===== config.mk =====
export PLATFORM = sky130hd
export DESIGN_NAME = xtbs_scan
export DESIGN_NICKNAME = d
export VERILOG_FILES = /design/src/hw/rtl/xtbs_pkg.sv /design/src/hw/rtl/xtbs_scan.sv
export SDC_FILE = /design/constraint.sdc
export NUM_CORES = 1
export LEC_CHECK = 0
export BUFFER_PORTS_ARGS = -buffer_cell sky130_fd_sc_hd__buf_2
export CORE_AREA = 2 2 39 41
export DETAILED_ROUTE_END_ITERATION = 8
export DIE_AREA = 0 0 41 43
export GPL_ROUTABILITY_DRIVEN = 0
export SLEW_MARGIN = 25
export SYNTH_ARGS = -nofsm -noshare
export SYNTH_HDL_FRONTEND = slang
export SYNTH_SLANG_ARGS = --single-unit

===== constraint.sdc =====
create_clock -name clk -period 1.5 [get_ports clk]
set_clock_uncertainty 0.1 [all_clocks]
set_input_delay 0.075 -clock clk [delete_from_list [all_inputs] [get_ports clk]]
set_output_delay 0.075 -clock clk [all_outputs]
set_load 0.01 [all_outputs]

===== src/hw/rtl/xtbs_pkg.sv =====
package xtbs_pkg;

  // Scanner states
  typedef enum logic [2:0] {
    ST_TEXT    = 3'd0,
    ST_LT      = 3'd1,
    ST_END     = 3'd2,
    ST_PI      = 3'd3,
    ST_START   = 3'd4,
    ST_QUOTE   = 3'd5,
    ST_EMPTY   = 3'd6,
    ST_SELF    = 3'd7
  } scan_state_t;

  // Output record kinds
  typedef enum logic [1:0] {
    KIND_ELEMENT = 2'd0,
    KIND_END     = 2'd1,
    KIND_NUL     = 2'd2
  } record_kind_t;

  localparam logic [7:0] CH_NUL    = 8'h00;
  localparam logic [7:0] CH_LT     = 8'h3C;
  localparam logic [7:0] CH_GT     = 8'h3E;
  localparam logic [7:0] CH_SLASH  = 8'h2F;
  localparam logic [7:0] CH_QMARK  = 8'h3F;
  localparam logic [7:0] CH_BANG   = 8'h21;
  localparam logic [7:0] CH_DQUOTE = 8'h22;
  localparam logic [7:0] CH_SQUOTE = 8'h27;

  localparam logic [15:0] LEN_MAX       = 16'hFFFF;
  localparam logic [15:0] BATCH_DEFAULT = 16'd1024;

  // Per-byte events from the scanner
  typedef struct packed {
    logic set_pending;  // byte after '<' of a start tag
    logic push;         // '>' closing a start tag
    logic pop;          // '>' closing an end tag
    logic self_close;   // '>' closing a self-closing tag
  } scan_evt_t;

  // One stack entry; the parent is captured at push time
  typedef struct packed {
    logic [31:0] id;
    logic [31:0] loc;
    logic [15:0] len;
    logic [31:0] parent;
    logic        has_parent;
  } stack_entry_t;

  localparam int ENTRY_W = $bits(stack_entry_t);

endpackage


===== src/hw/rtl/xtbs_scan.sv =====
module xtbs_scan (
  input  logic               clk,
  input  logic               rst_n,
  input  logic               step_en,
  input  logic [7:0]         char_byte,
  output xtbs_pkg::scan_evt_t evt
);

  xtbs_pkg::scan_state_t state_r;
  xtbs_pkg::scan_state_t state_nxt;

  logic is_gt;
  logic is_quote;

  assign is_gt    = (char_byte == xtbs_pkg::CH_GT);
  assign is_quote = (char_byte == xtbs_pkg::CH_DQUOTE) || (char_byte == xtbs_pkg::CH_SQUOTE);

  always_ff @(posedge clk) begin
    if (!rst_n) begin
      state_r <= xtbs_pkg::ST_TEXT;
    end else if (step_en) begin
      state_r <= state_nxt;
    end
  end

  // Next state
  always_comb begin
    state_nxt = state_r;
    case (state_r)
      xtbs_pkg::ST_TEXT: begin
        if (char_byte == xtbs_pkg::CH_LT) state_nxt = xtbs_pkg::ST_LT;
      end
      xtbs_pkg::ST_LT: begin
        if (char_byte == xtbs_pkg::CH_SLASH) begin
          state_nxt = xtbs_pkg::ST_END;
        end else if (char_byte == xtbs_pkg::CH_QMARK || char_byte == xtbs_pkg::CH_BANG) begin
          state_nxt = xtbs_pkg::ST_PI;
        end else begin
          state_nxt = xtbs_pkg::ST_START;
        end
      end
      xtbs_pkg::ST_END: begin
        if (is_gt) state_nxt = xtbs_pkg::ST_TEXT;
      end
      xtbs_pkg::ST_PI: begin
        if (is_gt) begin
          state_nxt = xtbs_pkg::ST_TEXT;
        end else if (char_byte == xtbs_pkg::CH_SLASH) begin
          state_nxt = xtbs_pkg::ST_EMPTY;
        end
      end
      xtbs_pkg::ST_START: begin
        if (is_quote) begin
          state_nxt = xtbs_pkg::ST_QUOTE;
        end else if (char_byte == xtbs_pkg::CH_SLASH) begin
          state_nxt = xtbs_pkg::ST_SELF;
        end else if (is_gt) begin
          state_nxt = xtbs_pkg::ST_TEXT;
        end
      end
      xtbs_pkg::ST_QUOTE: begin
        if (is_quote) state_nxt = xtbs_pkg::ST_START;
      end
      xtbs_pkg::ST_EMPTY: begin
        if (is_gt) state_nxt = xtbs_pkg::ST_TEXT;
      end
      xtbs_pkg::ST_SELF: begin
        state_nxt = is_gt ? xtbs_pkg::ST_TEXT : xtbs_pkg::ST_START;
      end
      default: state_nxt = xtbs_pkg::ST_TEXT;
    endcase
  end

  // Events for the current byte
  always_comb begin
    evt = '0;
    case (state_r)
      xtbs_pkg::ST_LT: begin
        evt.set_pending = (char_byte != xtbs_pkg::CH_SLASH) &&
                          (char_byte != xtbs_pkg::CH_QMARK) &&
                          (char_byte != xtbs_pkg::CH_BANG);
      end
      xtbs_pkg::ST_END:   evt.pop        = is_gt;
      xtbs_pkg::ST_START: evt.push       = is_gt;
      xtbs_pkg::ST_SELF:  evt.self_close = is_gt;
      default:            evt            = '0;
    endcase
  end

endmodule

==> impl_metrics.yaml <==
status:
  status: "finished, final reports clean"
finish:
  drive_above_1_share: 0.4000
  top_register: "state_r"
  nets: 87
  final_core_util: 0.4060
  largest_register_ffs: 3
  reg.largest.list: "state_r x3"
  area_growth_pct: 24.03
  n_antenna_cell: 0
sta:
  worstMarginPinSlew_ns: 0.3539
  rsz0062_at_grt: "false"
  setup_viol: 0
  hold_viol: 0
  fin_crit_sh: 0.9056
  period_needed_ns: 1.358
  relSlewSlack: 0.7620
  slew_viol_final: 0
  fmax_ghz: 0.7362
power:
  seq_power_share: 0.287
  switchingPower_mw: 0.07474
  vdd.ir_drop.worst_uv: 126.9
  combinationalPowerShare: 0.199
  p_sw_frac: 0.2659
  p_int_mw: 0.2063
  clkPwrFrac: 0.514
  fin_total_pwr_mw: 0.2811
  p_leak_nw: 0.2366
  powerDensity_nw_per_um2: 500.3
global_route:
  overflow: 0
  grt_pass1_vias: 384
  grt_max_degree: 12
  grt_pass1_wl_um: 1649
  grt_antenna_before_repair: 0
  grt_use_total: 0.1320
logic_synthesis:
  synth_edf_count: 0
  yosys_warnings: 0
  async_flop_share: 0
  synth_most_common_cell: "nand2_1"
  netlist.top_cell.by_area: "dfxtp_1"
  avgSynthCellArea_um2: 8.088
  synth_top_area_share: 0.1326
  syn_inst: 56
  synth_area_um2: 452.9
  yosys_register_bits: 3
  netlist_top_cells_count: "nand2_1, nor2_1"
  syn_nets: 67
  synth_area_leaders: "dfxtp_1, a2111oi_4, clkbuf_8, nand2_1, buf_6"
  synth.distinct_cells: 32
  synth-main-ff-cell: "dfxtp_1"
  seq_area_frac_synth: 0.1326
cts:
  clkSinkCount: 3
  numCtsBuffers: 3
  htree_num_levels: 1
  cts_tree: "done"
  clockBufferDepth: 2
  postCtsSetupBuffers: 0
  insertion_delay_ns: 0.23
  clkTransAtPathRegs_ns: 0.04
  clockRootBuffer: "clkbuf_4"
detailed_routing:
  drt-pass1-iter-count: 4
  wl_per_cell_um: 11.05
  drt-total-wl_um: 1006
  via_count: 478
  viasPerCell: 5.253
  drc: 0
  drt_iter0_drc: 8
  ant_nets: 0
floorplanning:
  die_x_um: 41
  die_height_um: 43
  coreArea_um2: 1384
  dieArea_um2: 1763
  ioPinCount: 15
  std_cell_rows: 14
  initial_core_util: 0.3273
flow_run:
  cap_violations: 0
critical_path:
  reg2reg_depth: 5
  crit_path_start: "state_r[1]$_SDFFE_PN0P_"
  start_kind: "flop"
  critPathRequiredTime_ns: 1.50
  worstReg2RegStart: "state_r[1]$_SDFFE_PN0P_"
  critPathKind: "reg -> reg"
  worstPathArrival_ns: 1.36
  cp_max_fo: 5
  end_kind: "flop"
place:
  hpwl_um: 814.3
  io_buffers: 14
min_path:
  hold-path-cell-count: 3
  hp-start: "step_en"
  min_path_type: "in -> reg"
-- through the flow --
step / hold slack, ns / std cells / setup TNS, ns / cell area, um2 / setup WS (ns)
5_1_grt: 0.1320 / 91 / 0 / 561.8 / 0.03746
3_3_place_gp: 0.2353 / 86 / 0 / 523.0 / 0.03191
6_report: 0.1241 / 91 / 0 / 561.8 / 0.1417
4_1_cts: 0.1257 / 91 / 0 / 559.3 / 0.01005
3_5_place_dp: 0.2418 / 86 / -0.02666 / 523.0 / -0.02666
2_1_floorplan: 0.1104 / 56 / 0 / 452.9 / 0.1433
-- per-layer routing --
metal	track usage	vias to the layer above	part of all wire
met3	0	2	0.058
met2	0.1875	17	0.46
li1	-	250	-
met4	0.08000	0	0.018
met1	0.1905	209	0.46
met5	0	-	0
-- power groups by stage --
stage               Sequential [mW]  Clock (mW)  Combinational [mW]
finish                       0.0807       0.144              0.0559
CTS                          0.0806       0.155              0.0565
global placement             0.0820           0              0.0537
global route                 0.0806       0.160              0.0626
floorplan                    0.0817           0              0.0320
detailed placement           0.0819           0              0.0545
-- placed cells by master (no fill, tap or decap), types with 2 or more instances in the layout --
master    Yosys  layout
a21oi_1       3       3
a311oi_1      2       2
a31oi_1       3       3
buf_2         0      14
buf_4         1       5
clkbuf_4      0       3
dfxtp_2       0       2
inv_1         3       3
nand2_1       7       7
nor2_1        5       5
nor3_1        3       3
o31ai_1       2       2
-- final timing paths --
kind,slack [ns],endpoint
max,0.14,state_r[1]$_SDFFE_PN0P_
min reg2reg,0.49,state_r[0]$_SDFFE_PN0P_
min,0.12,state_r[2]$_SDFFE_PN0P_
max reg2reg,0.14,state_r[1]$_SDFFE_PN0P_
-- cell type report --
cell class	count	area, um2
clock buffer	4	26.28
fill	154	822.0
inverter	3	11.26
multi-input combinational	45	324.1
sequential	3	62.56
tap	16	20.02
timing repair buffer	20	117.6
-- cells by family (layout without fill, tap and decap cells) --
family / after synthesis / in the layout / synth area share
simple gates: 25 / 25 / 0.3453
compound gates: 18 / 18 / 0.3315
buf+inv: 8 / 27 / 0.1519
flops: 3 / 3 / 0.1326
xor+xnor: 2 / 2 / 0.03868
-- repair_timing --
item / 4_1_cts / 5_1_grt
gates resized for setup: 0 / 2
hold buffers: 1 / 0
hold endpoints to repair: 2 / 0
endpoints found under the setup margin: 0 / 3
-- worst max-delay path, stage by stage (launching register included) --
cell and delay, ns:
dfxtp_1 0.40, inv_1 0.08, a311oi_1 0.31, o21ai_2 0.14
a31oi_1 0.14, a311oi_1 0.06
Note: power is estimated with default switching activity, not from simulation.
