## src/hw/rtl/xtbs_ram.sv

```systemverilog
module xtbs_ram #(
  parameter int WIDTH = 8,
  parameter int DEPTH = 64
) (
  input  logic                     clk,
  input  logic                     wr_en,
  input  logic [$clog2(DEPTH)-1:0] wr_addr,
  input  logic [WIDTH-1:0]         wr_data,
  input  logic [$clog2(DEPTH)-1:0] rd_addr,
  output logic [WIDTH-1:0]         rd_data
);

  logic [WIDTH-1:0] mem [DEPTH];

  always_ff @(posedge clk) begin
    if (wr_en) begin
      mem[wr_addr] <= wr_data;
    end
    rd_data <= mem[rd_addr];
  end

endmodule

```

## config.mk

```make
export PLATFORM = sky130hd
export DESIGN_NAME = xtbs_ram
export DESIGN_NICKNAME = d
export VERILOG_FILES = /design/src/hw/rtl/xtbs_ram.sv
export SDC_FILE = /design/constraint.sdc
export NUM_CORES = 1
export LEC_CHECK = 0
export ABC_CLOCK_PERIOD_IN_PS = 3900
export BUFFER_PORTS_ARGS = -buffer_cell sky130_fd_sc_hd__buf_2
export CORE_UTILIZATION = 62
export CTS_CLUSTER_SIZE = 10
export DETAILED_ROUTE_END_ITERATION = 10
export MAX_ROUTING_LAYER = met4
export PLACE_DENSITY = 0.79
export SYNTH_ARGS = -nofsm -noshare
export SYNTH_HDL_FRONTEND = slang
export SYNTH_SLANG_ARGS = --single-unit
```

## constraint.sdc

```tcl
create_clock -name clk -period 3.9 [get_ports clk]
set_input_delay 0.585 -clock clk [delete_from_list [all_inputs] [get_ports clk]]
set_output_delay 0.585 -clock clk [all_outputs]
set_load 0.05 [all_outputs]
```

==> key figures, run 1 <==
Run status
  – Status: completed

Critical path
  – Critical Path Sink Type: flop
  – CP max FO: 41
  – Worst EP arrival: 3.13 ns
  – Startpoint Class: input port
  – FF-to-FF Start: mem[16][4]
  – Reg-to-reg endpoint: rd_data[4]
  – R2R setup slack: 1.57 ns
  – Worst r2r path cells: 5
  – Setup Crit Path Kind: input port to flop
  – Critical path required time: 4.33 ns

Timing
  – Final worst path period share: 69.1%
  – Final setup margin: 1.20 ns
  – Hold WS: 0.471 ns
  – Final Skew: 0.0154 ns
  – F_max: ~370 MHz
  – Worst-Margin Slew: 1.30 ns
  – Final setup viols: 0
  – RSZ-0062 raised after global routing: no
  – Hold Fails Final Rpt: 0
  – Slew Limit Fails: 0
  – Sum Neg Setup Slack: 0 ns
  – Slew headroom: 13.3%
  – Final min period: 2.70 ns

Routing
  – Met2 Routed Length: approximately 22000 um
  – Metal3 WL: between 4000 and 5000 um
  – Wire per inst: 30.0 um
  – Metal-1 WL: 16900 um
  – Via-to-Cell Ratio: a little under 7
  – Drt first pass iters: 5
  – DRC: 0
  – Total wire length: 43900 um
  – DR vias: 9932
  – Starting DRT DRC Count: 1259
  – DR top layer: met4
  – Antenna Violating Nets Remaining: 0

Die
  – FP Rows: 65
  – Die Area: 33300 um2
  – Initial Util: 63.4%
  – Core ar.: 31800 um2
  – Die Y-Extent: 182 um
  – Die X: 182 um
  – Io pins: 30

CTS
  – Post-CTS resize count: 0
  – H-tree depth: 2
  – Clock buffer depth: 3
  – Hold Buf Count CTS: 0
  – Clock latency at the later pin of the worst-skew pair: 0.58 ns
  – TritonCTS buffer count: slightly below 60
  – TritonCTS Sinks: 520
  – CTS Root Cell: clkbuf_16
  – Setup bufs post-CTS: 0
  – Clock-pin slew on the worst setup and hold paths: 0.06 ns
  – CTS tree: yes

Global route
  – First-pass GRT wire length: 65300 um
  – Vias in the first global route: 9931
  – GRT overflow: 0
  – Initial antenna violation count: 1
  – Largest net degree at the start of global routing: 65
  – GRT Overall Usage: 28.4%

Synth
  – YS warnings: 0
  – Avg Inst Size Synth: 21.5 um2
  – Number of enable flip-flop cells after synthesis: 512
  – Top_reg_cell synth: edfxtp_1
  – Mapped Nets: roughly 960
  – Yosys reg bits: 520
  – Mapped Area: 20200 um2
  – Yosys cell types: 40
  – Register area share after synthesis: about 77%
  – Mapped Cells: 940
  – Ys async rst share: 0%

Power
  – Worst VDD drop: between 0.3 and 0.4 mV
  – Leakage power: 0.00696 uW
  – Pwr Density: 515 nW/um2

Worst hold path
  – Hold Path End: rd_data[1]
  – Hold Path Origin: rd_addr[5]
  – Worst hold path depth: 3
  – Worst min-delay path class: input port to flop

Finish
  – FILL cells: roughly 1900
  – Final core utilization: a little over two thirds
  – Area of the multi-input gates: 4320 um2
  – Post-layout instance area: 22300 um2
  – Register area: 15500 um2
  – Layout cells sized above 1: about a quarter
  – Layout Nets: about 1000
  – P&R area growth vs syn: 10.7%

Placed design
  – Hpwl dp: 25300 um
  – DP Worst Slack: between 0.7 and 0.8 ns
  – Placer Congestion: 0.841
  – Buffers on Ports: 29
  – Placed cell areas: 20800 um2

Flow run
  – Max-cap violations: 0
## placed cells by master, fill, tap and decap left out, types with 2 or more instances in the layout
| cell type | count |
|---|---|
| edfxtp_1 | 512 |
| mux4_2 | 126 |
| nor2_1 | 83 |
| clkbuf_16 | 58 |
| buf_2 | 26 |
| buf_4 | 26 |
| mux2i_1 | 23 |
| clkbuf_1 | 20 |
| nand2_1 | 19 |
| nor2b_1 | 14 |
| mux2_2 | 13 |
| nand3_1 | 13 |
| o221ai_1 | 8 |
| o22ai_1 | 8 |
| dfxtp_1 | 8 |
| nand2b_1 | 7 |
| nor3_1 | 7 |
| a221oi_1 | 6 |
| a211oi_1 | 4 |
| nand3b_1 | 3 |
| a21oi_1 | 3 |
| a22oi_1 | 3 |
| o2111ai_1 | 3 |
| o2bb2ai_1 | 3 |
| inv_6 | 3 |
| o221a_2 | 2 |
| nor4_1 | 2 |
| o32ai_1 | 2 |
| o21a_1 | 2 |
| o21ai_1 | 2 |
| o41ai_1 | 2 |
| nand4_1 | 2 |
| o21ai_0 | 2 |
## power by group
group          switching [uW]  total [uW]  internal [uW]
registers                21.5        6220           6190
logic                     382         593            211
clock network            2000        4690           2690
## flip-flops by register name, summed over array words and instances, names as in the netlist
name	count
mem	512
rd_data	8
## final cells by class
cell class	count	area share, %
well taps	435	2.44
clock buffers	78	6.84
clock inverters	4	0.191
multi-input cells	369	19.3
flip-flops and latches	520	69.6
repair buffers	54	1.61
diodes	1	0.0112
## worst max-delay path by stage
stage	endpoint	slack [ns]	cells past startpoint	startpoint
after floorplan	rd_data[3]	1.65	7	rd_addr[1]
after global placement	rd_data[6]	0.74	7	rd_addr[0]
final	rd_data[4]	1.20	7	rd_addr[0]
after global routing	rd_data[4]	1.15	7	rd_addr[0]
after detailed placement	rd_data[6]	0.72	7	rd_addr[0]
after CTS	rd_data[6]	1.29	7	rd_addr[0]
## Yosys cell counts, types with 3 or more instances
cell / instances / share of area [%]
clkbuf_1: 17 / 0.32
buf_2: 11 / 0.27
nor2_1: 83 / 1.5
buf_4: 13 / 0.48
nand2_1: 19 / 0.35
a211oi_1: 4 / 0.15
a22oi_1: 3 / 0.11
nand3_1: 13 / 0.32
a221oi_1: 6 / 0.26
buf_1: 4 / 0.074
a21oi_1: 3 / 0.074
nor3_1: 7 / 0.17
o2111ai_1: 3 / 0.13
mux4_2: 126 / 14
nand3b_1: 3 / 0.11
mux2i_1: 23 / 1.1
o221ai_1: 8 / 0.35
o22ai_1: 8 / 0.25
nor2b_1: 14 / 0.43
dfxtp_1: 8 / 0.79
mux2_2: 13 / 0.73
nand2b_1: 7 / 0.22
buf_6: 4 / 0.22
edfxtp_1: 512 / 76
o2bb2ai_1: 3 / 0.13
## layer usage
layer,global-route usage (%),up-vias
met5,-,-
met4,7.39,0
met3,4.05,82
met2,43.8,638
met1,40.9,5177
li1,-,4035
## worst max-delay path: stages
cell and delay [ns]:
clkbuf_8 0.44, buf_4 0.56, mux4_2 0.59, nor2_1 0.12
nor4_1 0.07, nor3_1 0.55, o32ai_1 0.17
## logic make-up (layout without fill, tap and decap cells)
group	count (synthesis)	after routing	synth area share, %
AND/OR/NAND/NOR	153	153	3.39
AO/OA/AOI/OAI	54	54	2.07
multiplexers	162	162	15.9
flip-flops	520	520	77.0
buffers and inverters	51	136	1.57
other	0	1	0
## through the flow
stage / total power [uW] / instances
2_1_floorplan: 6680 / 940
3_3_place_gp: 6900 / 1378
3_5_place_dp: 6920 / 1378
4_1_cts: 11500 / 1460
5_1_grt: 11800 / 1461
6_report: 11500 / 1461
(Power assumes the default switching activity.)
==> run 2, diff against run 1 <==
--- a/config.mk
+++ b/config.mk
@@ -5,7 +5,8 @@
 export SDC_FILE = /design/constraint.sdc
 export NUM_CORES = 1
 export LEC_CHECK = 0
-export ABC_CLOCK_PERIOD_IN_PS = 3900
+export ABC_AREA = 1
+export ABC_CLOCK_PERIOD_IN_PS = 2600
 export BUFFER_PORTS_ARGS = -buffer_cell sky130_fd_sc_hd__buf_2
 export CORE_UTILIZATION = 62
 export CTS_CLUSTER_SIZE = 10
==> constraint.sdc (replaced) <==
create_clock -name clk -period 2.6 [get_ports clk]
set_input_delay 0.39 -clock clk [delete_from_list [all_inputs] [get_ports clk]]
set_output_delay 0.39 -clock clk [all_outputs]
set_load 0.05 [all_outputs]
==> run 2 against run 1 <==
Effect of this change:
- combinational power increased by 100%
- wire length grew 23%
- critical path depth fell by 6
- worst setup slack worse by 0.33 ns
- sequential share of layout area decreased by 4.5 points
- sequential power is 50% higher
- count of clock-buffer cells in the layout grew 5
- power grew 53%
- highest routed layer unchanged
==> key figures, run 2 <==
Synth
  – Top_reg_cell synth: edfxtp_1 (unchanged)
  – Register area share after synthesis: 72.8% (was 77.0%)
  – Mapped Area: 21300 um2 (was 20200 um2)
  – Mapped Nets: 1827 (was 962)
  – Most frequent cell after synthesis: nand2_1 (was edfxtp_1)
  – Number of enable flip-flop cells after synthesis: 512 (unchanged)
  – YS warnings: 0 (unchanged)
  – Post-synth top cells: nand2_1 (648), edfxtp_1 (512), nand3_1 (439) (was edfxtp_1 (512), mux4_2 (126), nor2_1 (83))
  – Post-synth top area share: 72.0% (was 76.2%)
  – Mapped Cells: 1805 (was 940)
  – Yosys cell types: 16 (was 40)
  – Avg Inst Size Synth: 11.8 um2 (was 21.5 um2)
  – Yosys reg bits: 520 (unchanged)
  – Cell taking the most area after synthesis: edfxtp_1 (unchanged)
  – Ys async rst share: 0% (unchanged)
  – Synth top area cells: edfxtp_1 (72%), nand2_1 (11%), nand3_1 (10%), buf_6 (1.8%), nor2_1 (0.99%) (was edfxtp_1 (76%), mux4_2 (14%), nor2_1 (1.5%), mux2i_1 (1.1%), dfxtp_1 (0.79%))

Finish
  – Top reg by flops: mem (unchanged)
  – P&R area growth vs syn: 11.8% (was 10.7%)
  – Max reg flops: 512 (unchanged)
  – Non-Filler Instances: 2362 (was 1461)
  – Layout cells sized above 1: 10.4% (was 25.1%)
  – Register area: 15500 um2 (unchanged)
  – Layout Nets: 1907 (was 1025)
  – Area of the multi-input gates: 4950 um2 (was 4320 um2)
  – Commonest non-fill, non-tap cell in the layout: nand2_1 (was edfxtp_1)
  – FILL cells: 2274 (was 1860)
  – Biggest regs: mem (512), rd_data (8) (unchanged)
  – Post-layout instance area: 23900 um2 (was 22300 um2)
  – Most frequent cells in the layout: nand2_1 (648), edfxtp_1 (512), nand3_1 (439), buf_4 (86), clkbuf_16 (58) (was edfxtp_1 (512), mux4_2 (126), nor2_1 (83), clkbuf_16 (58))

Timing
  – Sum Neg Setup Slack: 0 ns (unchanged)
  – Final min period: 1.73 ns
  – RSZ-0062 raised after global routing: no (unchanged)
  – Final Skew: 0.0154 ns (about the same)
  – Final setup margin: 0.874 ns (was 1.20 ns)
  – Final setup viols: 0 (unchanged)
  – Hold WS: 0.193 ns (was 0.471 ns)
  – Slew Limit Fails: 0 (unchanged)
  – Worst-Margin Slew: 0.803 ns (was 1.30 ns)
  – Slew headroom: 46.5% (was 13.3%)
  – Hold Fails Final Rpt: 0 (unchanged)
  – F_max: 579 MHz
  – Final worst path period share: 66.4%

CTS
  – Post-CTS resize count: 0 (unchanged)
  – TritonCTS Sinks: 520 (unchanged)
  – Clock-pin slew on the worst setup and hold paths: 0.06 ns (about the same)
  – CTS tree: yes (unchanged)
  – Clock buffer depth: 3 (unchanged)
  – Hold Buf Count CTS: 0 (unchanged)
  – Setup bufs post-CTS: 0 (unchanged)
  – CTS Root Cell: clkbuf_16 (unchanged)
  – Clock latency at the later pin of the worst-skew pair: 0.59 ns (was 0.58 ns)
  – H-tree depth: 2 (unchanged)
  – TritonCTS buffer count: 58 (unchanged)

Placed design
  – Hpwl dp: 32200 um (was 25300 um)
  – Placed insts: 2273 (was 1378)
  – Placer Congestion: 0.951 (was 0.841)
  – Buffers on Ports: 29 (unchanged)
  – DP Worst Slack: 0.562 ns (was 0.719 ns)
  – Placed cell areas: 22300 um2 (was 20800 um2)

Critical path
  – CP peak stage delay: 0.44 ns (was 0.59 ns)
  – CP max FO: 1 (was 41)
  – FF-to-FF Start: mem[31][1] (was mem[16][4])
  – Critical path required time: 2.21 ns (was 4.33 ns)
  – Kind of cell adding the most delay to the critical path: flip-flops (was buffers and inverters)
  – Critical path, cell by cell: buf_2 (was clkbuf_8 -> buf_4 -> mux4_2 -> nor2_1 -> nor4_1 -> nor3_1 -> o32ai_1)
  – Critical Path Sink Type: primary output (was flop)
  – Setup Crit Path Kind: flop to primary output (was input port to flop)
  – Startpoint Class: flop (was input port)
  – Crit. Startpoint: rd_data[6] (was rd_addr[0])
  – Worst EP arrival: 1.34 ns (was 3.13 ns)
  – Crit-path slowest cell: dfxtp_1 (was mux4_2)
  – WP buf/inv: 1 (was 2)

Power
  – Pwr Density: 737 nW/um2 (was 515 nW/um2)
  – Worst VDD drop: 0.560 mV (was 0.345 mV)
  – Leakage power: 0.00875 uW (was 0.00696 uW)

Routing
  – Antenna Violating Nets Remaining: 0 (unchanged)
  – Via-to-Cell Ratio: 6.16 (was 6.80)
  – Wire per inst: 22.9 um (was 30.0 um)
  – Starting DRT DRC Count: 2153 (was 1259)
  – Drt first pass iters: 6 (was 5)
  – Total wire length: 54100 um (was 43900 um)
  – DRC: 0 (unchanged)
  – DR vias: 14552 (was 9932)

Flow run
  – Max-cap violations: 0 (unchanged)

Global route
  – Vias in the first global route: 14001 (was 9931)
  – Initial antenna violation count: 2 (was 1)
  – Largest net degree at the start of global routing: 135 (was 65)
  – First-pass GRT wire length: 82400 um (was 65300 um)
  – GRT Overall Usage: 32.2% (was 28.4%)
  – GRT overflow: 0 (unchanged)

Die
  – FP Rows: 67 (was 65)
  – Io pins: 30 (unchanged)
  – Die Area: 35200 um2 (was 33300 um2)
  – Initial Util: 63.3% (was 63.4%)
  – Core ar.: 33700 um2 (was 31800 um2)
  – Die Y-Extent: 188 um (was 182 um)
  – Die X: 188 um (was 182 um)

Worst hold path
  – Worst min-delay path class: input port to flop (unchanged)
  – Hold Path Origin: rd_addr[5] (unchanged)

Run status
  – Status: completed (unchanged)
run 2: cell count changes in the layout (fill, tap and decap cells not counted), sizes merged, moves of 8 or more:
cell | before | now
mux2 | 13 | 0
mux4 | 126 | 0
nor2b | 14 | 0
nor2 | 83 | 56
mux2i | 23 | 0
nand3 | 13 | 439
o221ai | 8 | 0
nand2 | 19 | 648
buf | 53 | 133
o22ai | 8 | 0
inv | 3 | 14
run 2: cell type report:
| type | instances | area share [%] |
|---|---|---|
| sequential | 520 | 65.1 |
| multi-input combinational | 1160 | 20.7 |
| clock buffer | 83 | 6.48 |
| timing repair buffer | 133 | 4.91 |
| tap | 448 | 2.35 |
| inverter | 12 | 0.220 |
| clock inverter | 4 | 0.178 |
| antenna | 2 | 0.0210 |
run 2: metrics by stage:
step	power, uW	util (%)
3_3_place_gp	10600	66.1
2_1_floorplan	10200	-
5_1_grt	18000	70.8
3_5_place_dp	10600	66.1
6_report	17600	70.8
4_1_cts	17600	70.8
run 2: logic make-up (layout without fill, tap and decap cells):
| kind of cell | after synthesis | count (layout) | synth area share [%] |
|---|---|---|---|
| other | 0 | 2 | 0 |
| flip-flops | 520 | 520 | 72.8 |
| AND/OR/NAND/NOR | 1160 | 1160 | 23.2 |
| buffers and inverters | 125 | 232 | 4.02 |
run 2: worst min-delay path, stage by stage:
cell     delay (ns)
buf_2          0.18
nand3_1        0.11
nand2_1        0.05
run 2: final timing paths:
check | cells after the start | to | slack [ns]
setup / recovery | 1 | rd_data[6] | 0.87
setup reg to reg | 8 | rd_data[1] | 1.24
hold / removal | 3 | rd_data[2] | 0.19
hold reg to reg | 8 | rd_data[4] | 0.86
run 2: layer usage:
| layer | global-route usage, % | wire, um |
|---|---|---|
| met1 | 44.5 | 20900 |
| met2 | 48.8 | 25500 |
| met3 | 4.96 | 5800 |
| met4 | 12.7 | 1960 |
| met5 | - | 0 |
run 2: power breakdown:
group / switching, uW / internal, uW / leakage [uW] / total (uW)
Combinational: 886 / 304 / 0.00331 / 1190
Clock: 3010 / 4060 / 0.000764 / 7070
Sequential: 35.9 / 9280 / 0.00467 / 9320
